$ cat src/sv/ccfp_pkg.sv
// shared constants, register indexes and the crc-16/modbus byte update
// for the command frame parser; no dependencies
package ccfp_pkg;

  localparam int unsigned WorkCrcSpan    = 4;
  localparam int unsigned FactoryCrcSpan = 6;
  localparam int unsigned CountW         = 4;
  localparam int unsigned CfgIndexW      = 1;
  localparam int unsigned OutDataW       = 48;

  localparam logic [15:0] CrcInit = 16'hFFFF;
  localparam logic [15:0] CrcPoly = 16'hA001;

  localparam logic [CfgIndexW-1:0] CfgFactoryMode = 1'b0;
  localparam logic [CfgIndexW-1:0] CfgHeaderByte  = 1'b1;

  // reflected crc-16, one byte, unrolled over its eight bits
  function automatic logic [15:0] crc_byte(input logic [15:0] crc_in, input logic [7:0] data);
    logic [15:0] crc;
    crc = crc_in ^ {8'h00, data};
    for (int k = 0; k < 8; k++) begin
      if (crc[0]) begin
        crc = (crc >> 1) ^ CrcPoly;
      end else begin
        crc = crc >> 1;
      end
    end
    return crc;
  endfunction

endpackage

$ cat src/sv/crc_checked_command_frame_parser_core.sv
// command frame parser: byte stream in, one checked frame result per buffer out
// depends on ccfp_pkg (constants, crc byte update)
//
// usage:
//   s_axis carries the received buffer one byte per transaction; tlast marks
//   its last byte. every byte updates the frame state (count, crc, fields) in
//   the cycle it is accepted. on the last byte a result is written to the
//   output register and shown on m_axis in the next cycle.
//   throughput is one byte per cycle: the crc update is one unrolled byte step
//   between the input and the state registers, and the output register lets a
//   new byte in while a result waits as long as m_axis_tready is high or the
//   output register is empty. a stalled result holds s_axis_tready low.
//   cfg carries register writes: index 0 factory_mode, index 1 header_byte;
//   it is always ready; the user must write it only while the block is idle,
//   which the block does not enforce. an invalid frame (short buffer, wrong
//   header, crc mismatch) returns frame_valid 0 with all fields zero. reset
//   clears the frame state, the configuration registers and the output valid.
module crc_checked_command_frame_parser_core (
  input  logic                                 clk,
  input  logic                                 rst,
  input  logic                                 s_axis_tvalid,
  output logic                                 s_axis_tready,
  input  logic [7:0]                           s_axis_tdata,  // data_byte
  input  logic                                 s_axis_tlast,  // end_of_buffer
  output logic                                 m_axis_tvalid,
  input  logic                                 m_axis_tready,
  // frame_valid, command, first_param, second_param, zero fill
  output logic [ccfp_pkg::OutDataW-1:0]        m_axis_tdata,
  input  logic                                 cfg_valid,
  output logic                                 cfg_ready,
  input  logic [ccfp_pkg::CfgIndexW-1:0]       cfg_index,
  input  logic [7:0]                           cfg_data
);

  logic                          factory_mode;
  logic [7:0]                    header_byte;

  logic [ccfp_pkg::CountW-1:0]   byte_count, byte_count_next;
  logic [15:0]                   crc_accum, crc_accum_next;
  logic                          header_match, header_match_next;
  logic [7:0]                    cmd_hold, cmd_hold_next;
  logic [15:0]                   param_one_hold, param_one_hold_next;
  logic [15:0]                   param_two_hold, param_two_hold_next;
  logic [15:0]                   crc_received, crc_received_next;

  logic [ccfp_pkg::CountW-1:0]   span;
  logic [ccfp_pkg::CountW-1:0]   flen;
  logic                          in_acc;
  logic                          frame_ok;
  logic [40:0]                   result;

  assign cfg_ready     = 1'b1;
  assign s_axis_tready = !m_axis_tvalid || m_axis_tready;
  assign in_acc        = s_axis_tvalid && s_axis_tready;

  assign span = factory_mode ? ccfp_pkg::CountW'(ccfp_pkg::FactoryCrcSpan)
                             : ccfp_pkg::CountW'(ccfp_pkg::WorkCrcSpan);
  assign flen = span + ccfp_pkg::CountW'(2);

  always_ff @(posedge clk) begin
    if (rst) begin
      factory_mode <= 1'b0;
      header_byte  <= 8'h00;
    end else if (cfg_valid && cfg_ready) begin
      unique case (cfg_index)
        ccfp_pkg::CfgFactoryMode: factory_mode <= cfg_data[0];
        ccfp_pkg::CfgHeaderByte:  header_byte  <= cfg_data;
        default: ;
      endcase
    end
  end

  // state update for the byte on the input
  always_comb begin
    byte_count_next     = byte_count;
    crc_accum_next      = crc_accum;
    header_match_next   = header_match;
    cmd_hold_next       = cmd_hold;
    param_one_hold_next = param_one_hold;
    param_two_hold_next = param_two_hold;
    crc_received_next   = crc_received;
    if (byte_count < flen) begin
      if (byte_count < span) begin
        crc_accum_next = ccfp_pkg::crc_byte(crc_accum, s_axis_tdata);
      end
      priority if (byte_count == 4'd0) begin
        header_match_next = (s_axis_tdata == header_byte);
      end else if (byte_count == 4'd1) begin
        cmd_hold_next = s_axis_tdata;
      end else if (byte_count == 4'd2) begin
        param_one_hold_next[15:8] = s_axis_tdata;
      end else if (byte_count == 4'd3) begin
        param_one_hold_next[7:0] = s_axis_tdata;
      end else if (byte_count == 4'd4 && factory_mode) begin
        param_two_hold_next[15:8] = s_axis_tdata;
      end else if (byte_count == 4'd5 && factory_mode) begin
        param_two_hold_next[7:0] = s_axis_tdata;
      end else begin
      end
      if (byte_count == span) begin
        crc_received_next[7:0] = s_axis_tdata;
      end else if (byte_count == span + ccfp_pkg::CountW'(1)) begin
        crc_received_next[15:8] = s_axis_tdata;
      end
      byte_count_next = byte_count + ccfp_pkg::CountW'(1);
    end
  end

  assign frame_ok = (byte_count_next >= flen) && header_match_next
                    && (crc_accum_next == crc_received_next);

  always_comb begin
    result = '0;
    if (frame_ok) begin
      result[0]    = 1'b1;
      result[8:1]  = cmd_hold_next;
      result[24:9] = param_one_hold_next;
      if (factory_mode) begin
        result[40:25] = param_two_hold_next;
      end
    end
  end

  always_ff @(posedge clk) begin
    if (rst) begin
      byte_count     <= '0;
      crc_accum      <= ccfp_pkg::CrcInit;
      header_match   <= 1'b0;
      cmd_hold       <= 8'h00;
      param_one_hold <= 16'h0000;
      param_two_hold <= 16'h0000;
      crc_received   <= 16'h0000;
    end else if (in_acc) begin
      if (s_axis_tlast) begin
        byte_count     <= '0;
        crc_accum      <= ccfp_pkg::CrcInit;
        header_match   <= 1'b0;
        cmd_hold       <= 8'h00;
        param_one_hold <= 16'h0000;
        param_two_hold <= 16'h0000;
        crc_received   <= 16'h0000;
      end else begin
        byte_count     <= byte_count_next;
        crc_accum      <= crc_accum_next;
        header_match   <= header_match_next;
        cmd_hold       <= cmd_hold_next;
        param_one_hold <= param_one_hold_next;
        param_two_hold <= param_two_hold_next;
        crc_received   <= crc_received_next;
      end
    end
  end

  // output register
  always_ff @(posedge clk) begin
    if (rst) begin
      m_axis_tvalid <= 1'b0;
    end else if (in_acc && s_axis_tlast) begin
      m_axis_tvalid <= 1'b1;
    end else if (m_axis_tready) begin
      m_axis_tvalid <= 1'b0;
    end
  end

  always_ff @(posedge clk) begin
    if (in_acc && s_axis_tlast) begin
      m_axis_tdata <= {{(ccfp_pkg::OutDataW - 41){1'b0}}, result};
    end
  end

`ifndef ASSERT_OFF
  a_count_bound: assert property (@(posedge clk) disable iff (rst)
    byte_count <= ccfp_pkg::CountW'(ccfp_pkg::FactoryCrcSpan + 2))
    else $error("byte count past the longest frame");

  a_clear_after_last: assert property (@(posedge clk) disable iff (rst)
    in_acc && s_axis_tlast |=> byte_count == '0 && crc_accum == ccfp_pkg::CrcInit
                               && !header_match)
    else $error("frame state not cleared after the last byte");

  a_result_follows_last: assert property (@(posedge clk) disable iff (rst)
    in_acc && s_axis_tlast |=> m_axis_tvalid)
    else $error("no result after the last byte");

  a_invalid_zero: assert property (@(posedge clk) disable iff (rst)
    m_axis_tvalid && !m_axis_tdata[0] |-> m_axis_tdata[40:1] == '0)
    else $error("invalid result carries nonzero fields");

  a_work_no_second: assert property (@(posedge clk) disable iff (rst)
    in_acc && s_axis_tlast && !factory_mode |=> m_axis_tdata[40:25] == 16'h0000)
    else $error("second parameter set in work mode");
`endif

endmodule

$ cat config.mk
export PLATFORM = sky130hd
export DESIGN_NAME = crc_checked_command_frame_parser_core
export DESIGN_NICKNAME = d
export VERILOG_FILES = /design/src/sv/ccfp_pkg.sv /design/src/sv/crc_checked_command_frame_parser_core.sv
export SDC_FILE = /design/constraint.sdc
export NUM_CORES = 1
export LEC_CHECK = 0
export BUFFER_PORTS_ARGS = -buffer_cell sky130_fd_sc_hd__clkbuf_2
export CORE_MARGIN = 2
export CORE_UTILIZATION = 45
export DETAILED_ROUTE_END_ITERATION = 16
export SYNTH_ARGS = -nofsm -noshare
export SYNTH_HDL_FRONTEND = slang
export SYNTH_SLANG_ARGS = --single-unit
$ cat constraint.sdc
create_clock -name clk -period 5.6 [get_ports clk]
set_input_delay 0.56 -clock clk [delete_from_list [all_inputs] [get_ports clk]]
set_output_delay 0.56 -clock clk [all_outputs]
set_load 0.1 [all_outputs]
# After elaboration in Yosys (flattened, before gate mapping)
# Index checks and enable logic that the tools add are counted.
[totals]
ff_bits = 128
wordCells = 110
[classes]
n_addsub = 3
order_cmp = 3
n_eq_ne = 9
mux = 59
bitwise_logic = 10
n_reduce_logical = 13
[op_table]
columns = ["operator", "count"]
rows = [
  ["16-bit two-way mux", 37],
  ["8-bit two-way mux", 13],
  ["2-bit NOT with 3-bit output", 8],
  ["16-bit == test", 1],
  ["16-bit by 8-bit bitwise XOR with 16-bit output", 1],
  ["4-bit by 2-bit == test with 1-bit output, second input constant", 2],
  ["4-bit by 3-bit == test with 1-bit output, second input constant", 2],
  ["8-bit == test", 1],
  ["4-bit two-way mux", 2],
  ["1-bit logical AND", 6],
  ["1-bit two-way mux", 6],
  ["2-bit AND reduction", 3],
  ["3-bit by 1-bit adder with 4-bit output, second input constant", 1],
  ["3-bit by 2-bit adder with 4-bit output, second input constant", 1],
  ["4-bit by 1-bit adder with 4-bit output, second input constant", 1],
  ["4-bit by 1-bit == test with 1-bit output, second input constant", 1],
  ["4-bit by 3-bit == test with 1-bit output", 1],
  ["4-bit == test", 1],
  ["4-bit greater-or-equal comparator", 1],
  ["4-bit logical NOT", 1],
  ["4-bit by 3-bit less-than comparator with 1-bit output", 1],
  ["4-bit less-than comparator", 1],
  ["2-bit two-way mux", 1],
  ["2-bit nonzero test", 1],
  ["3 further kinds", 3],
]

# Logic depth before layout (Yosys ltp)
# Gate-level depths: netlist (run 1).
[depth]
ltp_word = 36
ltp_mapped = 14

# Worst setup path after synthesis (run 1)
# OpenSTA, ideal clock, no wires.
[synth_path]
path_kind = "register to register"
startpoint = "reg m_axis_tvalid"
endpoint = "reg crc_accum[12]"
arrival_ns = 3.763
required_ns = 5.459
slack_ns = 1.696
path_stages_with_launch = 9
n_path_buf = 2
path_cell_list = "dfxtp_1 -> nand2b_1 -> and2_1 -> clkbuf_1 -> nand2_1 -> inv_1 -> nor2_1 -> clkbuf_1 -> o211ai_1"
[synth_via]
elab_chain_len = 3
[synth_rtl]
columns = ["item", "line", "rtl"]
rows = [
  ["start: declaration", "crc_checked_command_frame_parser_core.sv:25", "output logic m_axis_tvalid,"],
  ["start signal: assignment", "crc_checked_command_frame_parser_core.sv:157", "m_axis_tvalid <= 1'b0;"],
  ["start signal: assignment", "crc_checked_command_frame_parser_core.sv:159", "m_axis_tvalid <= 1'b1;"],
  ["start signal: assignment", "crc_checked_command_frame_parser_core.sv:161", "m_axis_tvalid <= 1'b0;"],
  ["1-bit logical NOT", "crc_checked_command_frame_parser_core.sv:53", "assign s_axis_tready = !m_axis_tvalid || m_axis_tready;"],
  ["1-bit logical OR", "crc_checked_command_frame_parser_core.sv:53", ""],
  ["via s_axis_tready", "crc_checked_command_frame_parser_core.sv:22", "output logic s_axis_tready,"],
  ["1-bit logical AND", "crc_checked_command_frame_parser_core.sv:54", "assign in_acc = s_axis_tvalid && s_axis_tready;"],
  ["end signal: assignment", "crc_checked_command_frame_parser_core.sv:127", "crc_accum <= ccfp_pkg::CrcInit;"],
  ["end signal: assignment", "crc_checked_command_frame_parser_core.sv:136", "crc_accum <= ccfp_pkg::CrcInit;"],
  ["end signal: assignment", "crc_checked_command_frame_parser_core.sv:144", "crc_accum <= crc_accum_next;"],
  ["end: declaration", "crc_checked_command_frame_parser_core.sv:39", "logic [15:0] crc_accum, crc_accum_next;"],
]
# The timed path passes the listed nets, and every way through them passes these cells.
# A chain may end at the register's enable or synchronous reset.

# Final worst setup path (run 1)
[layout_path]
startpoint = "reg factory_mode"
endpoint = "reg m_axis_tdata[38] (netlist name) (data pin)"
[layout_via]
elab_chain_len = 9
word_cells_on_any_way = 27
cone_classes = "add/sub (2); order compare (3); eq/ne (3); mux (15); reduce/logical (4)"
[layout_rtl]
columns = ["item", "line", "rtl"]
rows = [
  ["start: declaration", "crc_checked_command_frame_parser_core.sv:35", "logic factory_mode;"],
  ["start signal: assignment", "crc_checked_command_frame_parser_core.sv:66", "ccfp_pkg::CfgFactoryMode: factory_mode <= cfg_data[0];"],
  ["branches (longest 9 deep; another with 3-bit by 2-bit adder with 4-bit output)", "--", ""],
  ["end signal: assignment", "crc_checked_command_frame_parser_core.sv:167", "m_axis_tdata <= {{(ccfp_pkg::OutDataW - 41){1'b0}}, result};"],
  ["end: declaration", "crc_checked_command_frame_parser_core.sv:28", "output logic [ccfp_pkg::OutDataW-1:0] m_axis_tdata,"],
]
# Several ways; the timed one is not identified.

==> run summary, run 1 <==
CTS tree - built
Worst r2r src - factory_mode
Syn_area_per_cell - 10.3 um^2
Core Rows - 44
Setup CP Type - register to register
Post-synth EDFFs - 41
Core Util, Final - 0.518
First-pass GRT wire length - 26,700 um
Vias in the first global route - 4,849
Max-Cap Viols - 0
Most frequent cells in the layout - dfxtp_1 (87), nor2_1 (82), mux2i_1 (71)
GRT met1 Usage - 0.291
IO Port Bufs - 65
Clk root buf - clkbuf_16
TritonRoute pass-1 iters - 5
Predominant post-synthesis flop cell - dfxtp_1
Post-synth ARST share - 0
Worst R2R End - m_axis_tdata[38]
CP Data Required Time - 5830 ps
CP Cell Sequence - clkinv_1, buf_4, ha_1, a21oi_1, o21a_1, nand2_2, mux2i_1, xor2_1, nor4_1, nand4_1, buf_4, nor4_2
Fin crit period - 4730 ps
Crit share post-route - 0.845
1st-iter DRT viols - 377
Core area - 14,500 um^2
Die height - 126 um
Syn Inst Count - 647
Data arrival time of the worst path - 4960 ps
Flip-flop and latch count after synthesis - 128
GR Util All Layers - 0.217
Via-per-instance ratio - 5.61
CP startpoint kind - register
Synthesis Warnings - 0
Hold Buf Count CTS - 0
Pwr Density - 343 nW/um^2
Clock sinks - 128
Peak supply drop - 0.201 mV
Endpoints failing hold - 0
Initial core utilization - 0.459
Post-CTS setup repair buffer count - 0
Unrepaired setup endpoints after global routing - no
Seq/Total Area, Yosys - 0.446
Wire per inst - 19.0 um
Reg2reg setup slack - 870 ps
Fin area - 7520 um^2
ANT nets after route - 0
CP bufs+invs - 3
Post-DP Area - 6920 um^2
Cell mode on critical path - buf_4
Leak - 2.82 nW
Worst Setup SP - factory_mode
IO Count - 74
CP peak stage delay - 710 ps
Die area - 15,800 um^2
Slowest cell on the critical path - nand4_1
Net count reported at finish - 716
Share of layout cells above drive strength 1 - 0.216
Die X - 126 um
Area of the mapped netlist - 6670 um^2
Setup-failing EPs final - 0
Initial antenna violation count - 0
CTS clk-pin slew, worst paths - 60 ps
Path depth of the worst reg2reg path - 12
Routing usage on met3 - 0.0459
Antenna fix cells - 0
Fmax - 211 MHz
WHS Endpoint - header_byte[4]
Min-delay worst type - input pin to register
Most Crowded Layer GR - met2
Post-route total power - 2.58 mW
Area growth syn-to-layout - 12.8%
Grt total ovfl - 0
Critical path fanouts, max - 30
DP HPWL - 10,900 um
Worst hold start - cfg_data[4]
Crit. End Element - register
Placer Congestion - 0.849
Final TNS setup - 0 ps
Largest net degree at the start of global routing - 73
Outcome - finished, final reports clean
Clock buffer depth - 2
Worst path top cell family by delay - simple AND/OR/NAND/NOR gates
H-tree levels - 4
Clk_skew - 7.06 ps
Worst relative slew slack - 0.205
M2 GR Usage - 0.347
Clk Latency, worst-skew pair - 420 ps
Post-synth cell types - 47
Vias post-DR - 4,931
Post-cts resize count - 0
Max Slew Vio Count - 0
Most common cell after layout, fill and taps aside - dfxtp_1
Worst slew pin tran - 1190 ps
Worst hold stages - 3
DRC Markers - 0
CTS buffer count - 17
DRT Wirelength - 16,700 um
Yosys cell counts, types with 2 or more instances:
master,number,share of area
nor3_1,4,0.0030
and2_1,3,0.0028
buf_1,5,0.0028
ha_1,11,0.021
and3_1,2,0.0019
nor2_1,82,0.046
xnor3_1,2,0.0068
nor3_2,24,0.036
a21o_1,4,0.0045
o21ai_1,3,0.0023
nor2b_1,10,0.0094
clkbuf_8,4,0.0083
o211ai_1,4,0.0045
xnor2_1,24,0.032
xor2_1,19,0.025
a21oi_1,18,0.014
nor4_2,15,0.028
nor4_1,3,0.0028
dfxtp_1,87,0.26
inv_1,8,0.0045
mux2i_1,71,0.11
buf_2,2,0.0015
a22oi_1,56,0.063
buf_6,11,0.019
nand4_1,5,0.0047
clkbuf_1,30,0.017
nand3_1,23,0.017
xor2_2,3,0.0073
o21ai_0,11,0.0083
buf_4,10,0.011
nand2_1,34,0.019
edfxtp_1,41,0.18
nor3b_1,3,0.0034
conb_1,2,0.0011
registers in the layout (all words and copies together) (netlist names):
| register | cells |
|---|---|
| crc_accum | 16 |
| byte_count | 4 |
| header_match | 1 |
| crc_received | 16 |
| cmd_hold | 8 |
| m_axis_tvalid | 1 |
| param_one_hold | 16 |
| factory_mode | 1 |
| m_axis_tdata | 41 |
| header_byte | 8 |
| param_two_hold | 16 |
per-layer routing:
layer | up-vias | wire length [um]
li1 | 2355 | -
met2 | 145 | 7900
met1 | 2404 | 7570
met3 | 27 | 903
met4 | 0 | 364
met5 | - | 0
power breakdown:
part | total (mW) | internal (mW) | switching (mW)
registers | 1.00 | 0.982 | 0.0205
logic | 0.439 | 0.136 | 0.303
clock network | 1.14 | 0.714 | 0.421
worst min-delay path, cell delays in order:
cell and delay, ps:
clkbuf_2 80, nand3_1 50, a21oi_1 50
metrics by stage:
step           setup slack [ps]  instances  hold slack, ps
2_1_floorplan              1700        653             429
3_3_place_gp               1060        847             437
3_5_place_dp                851        847             442
4_1_cts                     833        879             359
5_1_grt                     544        879             376
6_report                    871        879             372
worst max path at each step:
stage / end / slack, ps / cells past startpoint
after floorplan: crc_accum[12] / 1700 / 8
final: m_axis_tdata[38] / 870 / 12
after global routing: m_axis_tdata[38] / 540 / 12
after CTS: m_axis_tdata[38] / 830 / 12
after detailed placement: m_axis_tdata[38] / 850 / 12
after global placement: m_axis_tdata[10] / 1060 / 12
kinds of logic after synthesis:
logic type      Yosys count  synth area share
simple gates            214             0.183
fa+ha+maj                11            0.0206
compound gates          100             0.101
other cells               2           0.00113
mux                      71             0.107
buf+inv                  71            0.0643
flops                   128             0.446
xor+xnor                 50            0.0767
area by class of cell:
type / instances / area (um^2)
clock buffers: 20 / 447
clock inverters: 12 / 159
fillers: 1331 / 7010
inverters: 9 / 33.8
multi-input cells: 454 / 3300
flip-flops and latches: 128 / 2970
well taps: 184 / 230
repair buffers: 72 / 378
No activity file was read; power rests on OpenSTA's default activity.
==> run 2: changes to the inputs <==
--- a/config.mk
+++ b/config.mk
@@ -9,6 +9,7 @@
 export CORE_MARGIN = 2
 export CORE_UTILIZATION = 45
 export DETAILED_ROUTE_END_ITERATION = 16
+export PLACE_DENSITY = 0.66
 export SYNTH_ARGS = -nofsm -noshare
 export SYNTH_HDL_FRONTEND = slang
 export SYNTH_SLANG_ARGS = --single-unit
==> constraint.sdc (replaced) <==
create_clock -name clk -period 3.9 [get_ports clk]
set_input_delay 0.39 -clock clk [delete_from_list [all_inputs] [get_ports clk]]
set_output_delay 0.39 -clock clk [all_outputs]
set_load 0.1 [all_outputs]
==> run 2 against run 1 <==
  * Utilization is 0.60 points higher
  * Sequential power is 44% higher
  * Largest power group unchanged
  * Sequential cell count stayed put
  * Design area is 1.2% higher
  * Clock-buffer cell count is 3 higher
  * First-iteration DRC count is 22% higher
  * Cell count is 1.3% higher
  * Global-route usage is 0.063 points higher
  * Via count is 2.5% higher
  * Critical path depth is 2 lower
  * Clock power is 39% higher
==> run summary, run 2 (same netlist as run 1, synthesis figures left out) <==
CTS buffer count - 17 (unchanged)
Fmax - 274 MHz (was 211 MHz)
IO Count - 74 (unchanged)
Initial core utilization - 0.459 (unchanged)
Max-Cap Viols - 0 (unchanged)
Min-delay worst type - input pin to register (unchanged)
Antenna fix cells - 0 (unchanged)
Peak supply drop - 0.308 mV (was 0.201 mV)
GR Util All Layers - 0.218 (was 0.217)
Endpoints failing hold - 0 (unchanged)
Clk_skew - 9.43 ps (was 7.06 ps)
Crit share post-route - 0.936 (was 0.845)
Clk root buf - clkbuf_16 (unchanged)
Clk Latency, worst-skew pair - 420 ps (about the same)
Vias post-DR - 5,052 (was 4,931)
Vias in the first global route - 5,073 (was 4,849)
Placer Congestion - 0.924 (was 0.849)
Grt total ovfl - 0 (unchanged)
CTS clk-pin slew, worst paths - 60 ps (about the same)
Wire per inst - 19.0 um (about the same)
Clock sinks - 128 (unchanged)
Crit. End Element - register (unchanged)
Final Instance Count excl. Fillers - 890 (was 879)
Unrepaired setup endpoints after global routing - no (unchanged)
Post-Place Cells - 858 (was 847)
Worst hold margin - 210 ps (was 372 ps)
CP bufs+invs - 2 (was 3)
Most frequent cells in the layout - dfxtp_1 (87), nor2_1 (82), mux2i_1 (71) (unchanged)
Data arrival time of the worst path - 3890 ps (was 4960 ps)
CTS tree - built (unchanged)
Max Slew Vio Count - 0 (unchanged)
Via-per-instance ratio - 5.68 (was 5.61)
Setup CP Type - register to register (unchanged)
Reg with most FFs - m_axis_tdata (unchanged)
Largest net degree at the start of global routing - 72 (was 73)
ANT nets after route - 0 (unchanged)
DP HPWL - 11,400 um (was 10,900 um)
Worst relative slew slack - 0.340 (was 0.205)
Fin crit period - 3650 ps (was 4730 ps)
CP peak stage delay - 520 ps (was 710 ps)
DRC Markers - 0 (unchanged)
Outcome - finished, final reports clean (unchanged)
Hold Buf Count CTS - 0 (unchanged)
Worst r2r src - factory_mode (unchanged)
Leak - 2.88 nW (was 2.82 nW)
Worst path top cell family by delay - simple AND/OR/NAND/NOR gates (unchanged)
Worst slew pin tran - 986 ps (was 1190 ps)
Worst hold start - cfg_data[7] (was cfg_data[4])
Die height - 126 um (unchanged)
H-tree levels - 4 (unchanged)
Most common cell after layout, fill and taps aside - dfxtp_1 (unchanged)
Area growth syn-to-layout - 14.1% (was 12.8%)
Final TNS setup - 0 ps (unchanged)
First-pass GRT wire length - 27,200 um (was 26,700 um)
1st-iter DRT viols - 461 (was 377)
Die X - 126 um (unchanged)
IO Port Bufs - 65 (unchanged)
Die area - 15,800 um^2 (unchanged)
Setup-failing EPs final - 0 (unchanged)
CP Cell Sequence - clkinv_1, ha_1, nor4b_1, nand3_1, mux2i_1, xor2_1, nor4_1, nand4_1, buf_12, nor4_2 (was clkinv_1, buf_4, ha_1, a21oi_1, o21a_1, nand2_2, mux2i_1, xor2_1, nor4_1, nand4_1, buf_4, nor4_2)
Post-CTS setup repair buffer count - 0 (unchanged)
Net count reported at finish - 727 (was 716)
Pwr Density - 483 nW/um^2 (was 343 nW/um^2)
CP Data Required Time - 4130 ps (was 5830 ps)
Initial antenna violation count - 0 (unchanged)
Post-cts resize count - 0 (unchanged)
Critical path fanouts, max - 41 (was 30)
Core Rows - 44 (unchanged)
Core area - 14,500 um^2 (unchanged)
TritonRoute pass-1 iters - 9 (was 5)
Worst Setup SP - factory_mode (unchanged)
Max FFs per register - 41 (unchanged)
Clock buffer depth - 2 (unchanged)
DRT Wirelength - 16,900 um (was 16,700 um)
CP startpoint kind - register (unchanged)
Share of layout cells above drive strength 1 - 0.228 (was 0.216)
Slowest cell on the critical path - nand3_1 (was nand4_1)
-- run 2: cell types whose count changed in the layout (fill, tap and decap cells not counted), sizes merged --
cell | before | now
clkbuf | 85 | 88
buf | 7 | 18
clkinvlp | 2 | 0
inv | 10 | 9
clkinv | 6 | 7
bufinv | 3 | 2
-- run 2: stage by stage --
stage | utilization | setup WS (ps) | power [mW] | cell area [um^2]
2_1_floorplan | - | 256 | 1.97 | 6700
3_3_place_gp | 0.483 | 446 | 2.09 | 7010
3_5_place_dp | 0.483 | 317 | 2.11 | 7010
4_1_cts | 0.524 | 307 | 3.69 | 7610
5_1_grt | 0.524 | 51.6 | 3.80 | 7610
6_report | 0.524 | 248 | 3.68 | 7610
-- run 2: layout make-up --
type | count | area (um^2)
clock buffers | 23 | 489
flip-flops and latches | 128 | 2970
multi-input cells | 454 | 3300
repair buffers | 83 | 473
inverters | 9 | 33.8
clock inverters | 9 | 106
well taps | 184 | 230
fillers | 1332 | 6920
-- run 2: worst reg2reg max path: stages, from the launching register on --
cell,delay [ps]
dfxtp_1,420
clkinv_1,200
ha_1,330
nor4b_1,380
nand3_1,520
mux2i_1,360
xor2_1,100
nor4_1,360
nand4_1,210
buf_12,240
nor4_2,350
-- run 2: final timing paths --
| check | slack [ps] | end | cells after the start |
|---|---|---|---|
| worst max register to register | 250 | m_axis_tdata[30] | 10 |
| worst min-delay path | 210 | header_byte[7] | 3 |
| worst max-delay path | 250 | m_axis_tdata[30] | 10 |
| worst min register to register | 470 | header_byte[0] | 2 |
-- run 2: layer usage --
metal | wire (um) | vias up | global-route usage
met5 | 0 | - | 0
met4 | 352 | 0 | 0.0853
met3 | 1200 | 35 | 0.0493
met2 | 7950 | 216 | 0.356
met1 | 7380 | 2426 | 0.283
li1 | - | 2375 | -
-- run 2: report_power, final --
part           internal [mW]  switching [mW]  leakage [nW]  total [mW]
clock                   1.01           0.582         0.296        1.59
sequential              1.41          0.0298          1.11        1.44
combinational          0.201           0.443          1.48       0.643
total                   2.62            1.05          2.88        3.68
==> run 3: changes to the inputs <==
--- a/config.mk
+++ b/config.mk
@@ -6,10 +6,12 @@
 export NUM_CORES = 1
 export LEC_CHECK = 0
 export BUFFER_PORTS_ARGS = -buffer_cell sky130_fd_sc_hd__clkbuf_2
+export CELL_PAD_IN_SITES_DETAIL_PLACEMENT = 1
+export CELL_PAD_IN_SITES_GLOBAL_PLACEMENT = 2
 export CORE_MARGIN = 2
-export CORE_UTILIZATION = 45
+export CORE_UTILIZATION = 34
 export DETAILED_ROUTE_END_ITERATION = 16
-export PLACE_DENSITY = 0.66
+export PLACE_DENSITY_LB_ADDON = 0.1
 export SYNTH_ARGS = -nofsm -noshare
 export SYNTH_HDL_FRONTEND = slang
 export SYNTH_SLANG_ARGS = --single-unit
==> run 3 against run 2 <==
  * Largest cell class unchanged
  * Fmax increased by 3.0%
  * Clock-buffer cell count shrank 6
  * Die area increased by 31%
  * Design area increased by 2.0%
  * Global-route usage is 1.9 points lower
==> run summary, run 3 (same netlist as run 1, synthesis figures left out) <==
Worst relative slew slack - 0.336 (was 0.340)
Post-route total power - 3.66 mW (was 3.68 mW)
Pwr Density - 472 nW/um^2 (was 483 nW/um^2)
Post-Place Cells - 945 (was 858)
IO Count - 74 (unchanged)
Storage element area - 2970 um^2 (unchanged)
Fmax - 282 MHz (was 274 MHz)
CTS tree - built (unchanged)
Clk_skew - 13.3 ps (was 9.43 ps)
Cell Int Power - 2.56 mW (was 2.62 mW)
Die X - 144 um (was 126 um)
GR Util All Layers - 0.199 (was 0.218)
Net switching power - 1.10 mW (was 1.05 mW)
Core area - 19,300 um^2 (was 14,500 um^2)
Min-delay worst type - input pin to register (unchanged)
Sequential power share - 0.394 (was 0.392)
Worst r2r src - factory_mode (unchanged)
Leak - 2.90 nW (was 2.88 nW)
DRT Wirelength - 19,700 um (was 16,900 um)
Crit share post-route - 0.909 (was 0.936)
Wire per inst - 20.2 um (was 19.0 um)
CP Cell Sequence - clkinv_1, ha_1, a21oi_1, o21a_1, nand2_2, mux2i_1, xor2_1, nor4_4, o2111ai_4, buf_4, nor4_2 (was clkinv_1, ha_1, nor4b_1, nand3_1, mux2i_1, xor2_1, nor4_1, nand4_1, buf_12, nor4_2)
CTS clk-pin slew, worst paths - 60 ps (about the same)
Share of layout cells above drive strength 1 - 0.239 (was 0.228)
Clock sinks - 128 (unchanged)
Outcome - finished, final reports clean (unchanged)
Clock Power Share - 0.431 (was 0.433)
Worst Setup SP - factory_mode (unchanged)
CP Data Required Time - 4140 ps (was 4130 ps)
Endpoints failing hold - 0 (unchanged)
Initial antenna violation count - 0 (unchanged)
Unrepaired setup endpoints after global routing - no (unchanged)
Die area - 20,800 um^2 (was 15,800 um^2)
Crit. End Element - register (unchanged)
Most frequent cells in the layout - dfxtp_1 (87), nor2_1 (82), mux2i_1 (71) (unchanged)
Data arrival time of the worst path - 3780 ps (was 3890 ps)
Setup CP Type - register to register (unchanged)
Slowest cell on the critical path - dfxtp_1 (was nand3_1)
CP startpoint kind - register (unchanged)
Clk root buf - clkbuf_16 (unchanged)
Max Slew Vio Count - 0 (unchanged)
Area growth syn-to-layout - 16.4% (was 14.1%)
Final TNS setup - 0 ps (unchanged)
Core Rows - 51 (was 44)
Fin crit period - 3540 ps (was 3650 ps)
CP peak stage delay - 450 ps (was 520 ps)
Max-Cap Viols - 0 (unchanged)
Reg with most FFs - m_axis_tdata (unchanged)
Filler cells - 2,172 (was 1,332)
H-tree levels - 4 (unchanged)
Vias in the first global route - 5,179 (was 5,073)
Switching Share - 0.300 (was 0.287)
Setup-failing EPs final - 0 (unchanged)
TritonRoute pass-1 iters - 5 (was 9)
Critical path fanouts, max - 13 (was 41)
Most common cell after layout, fill and taps aside - dfxtp_1 (unchanged)
Worst hold start - cfg_data[3] (was cfg_data[7])
DRC Markers - 0 (unchanged)
Clock buffer depth - 2 (unchanged)
Largest net degree at the start of global routing - 42 (was 72)
Grt total ovfl - 0 (unchanged)
First-pass GRT wire length - 30,400 um (was 27,200 um)
Placer Congestion - 0.805 (was 0.924)
Hold Buf Count CTS - 0 (unchanged)
Antenna fix cells - 0 (unchanged)
Initial core utilization - 0.345 (was 0.459)
Vias post-DR - 4,971 (was 5,052)
Multi-input logic area - 3310 um^2 (was 3300 um^2)
Peak supply drop - 0.310 mV (was 0.308 mV)
Worst hold margin - 210 ps (about the same)
Max FFs per register - 41 (unchanged)
Final Instance Count excl. Fillers - 977 (was 890)
Post-cts resize count - 0 (unchanged)
Comb power frac - 0.175 (about the same)
Via-per-instance ratio - 5.09 (was 5.68)
Worst slew pin tran - 995 ps (was 986 ps)
ANT nets after route - 0 (unchanged)
Die height - 144 um (was 126 um)
Clk Latency, worst-skew pair - 420 ps (about the same)
Post-CTS setup repair buffer count - 0 (unchanged)
DP HPWL - 13,700 um (was 11,400 um)
CTS buffer count - 17 (unchanged)
1st-iter DRT viols - 242 (was 461)
IO Port Bufs - 65 (unchanged)
Net count reported at finish - 733 (was 727)
run 3: cell count changes in the layout (fill, tap and decap cells not counted), sizes merged:
cell / before / now
buf: 18 / 24
clkbuf: 88 / 82
clkinv: 7 / 8
clkinvlp: 0 / 2
inv: 9 / 12
run 3: power by group through the flow:
stage	combinational (mW)	sequential [mW]	clock, mW
after floorplan	0.409	1.56	0
after global placement	0.642	1.47	0
after detailed placement	0.648	1.47	0
after CTS	0.650	1.44	1.61
after global routing	0.695	1.45	1.68
final	0.641	1.44	1.58
run 3: critical path, delay by kind of cell, from the launching register on:
| kind | cells | cell delay [ps] |
|---|---|---|
| simple gates | 3 | 880 |
| compound gates | 3 | 820 |
| flops | 1 | 450 |
| buf+inv | 2 | 460 |
| xor+xnor | 1 | 200 |
| fa+ha+maj | 1 | 350 |
| mux | 1 | 210 |
run 3: area by class of cell:
cell class | instances | share of cell area
multi-input combinational | 454 | 0.426
sequential | 128 | 0.383
timing repair buffer | 89 | 0.0684
clock buffer | 17 | 0.0548
tap | 265 | 0.0427
clock inverter | 15 | 0.0203
inverter | 9 | 0.00435
run 3: routing by layer:
| layer | global-route usage | up-vias | routed length (um) |
|---|---|---|---|
| li1 | - | 2386 | - |
| met5 | 0 | - | 0 |
| met4 | 0.0604 | 0 | 180 |
| met1 | 0.260 | 2483 | 9250 |
| met3 | 0.0328 | 12 | 624 |
| met2 | 0.338 | 90 | 9630 |
run 3: final timing paths:
kind                 endpoint  cells past startpoint  slack, ps
max reg2reg  m_axis_tdata[28]                     11        360
min reg2reg      header_match                      2        460
min            header_byte[3]                      3        210
max          m_axis_tdata[28]                     11        360
run 3: per-stage QoR:
stage / utilization / setup slack (ps) / area (um^2)
final: 0.401 / 356 / 7760
after global routing: 0.401 / 21.2 / 7760
after CTS: 0.401 / 361 / 7760
after detailed placement: 0.371 / 383 / 7180
after global placement: 0.371 / 447 / 7180
after floorplan: - / 256 / 6700
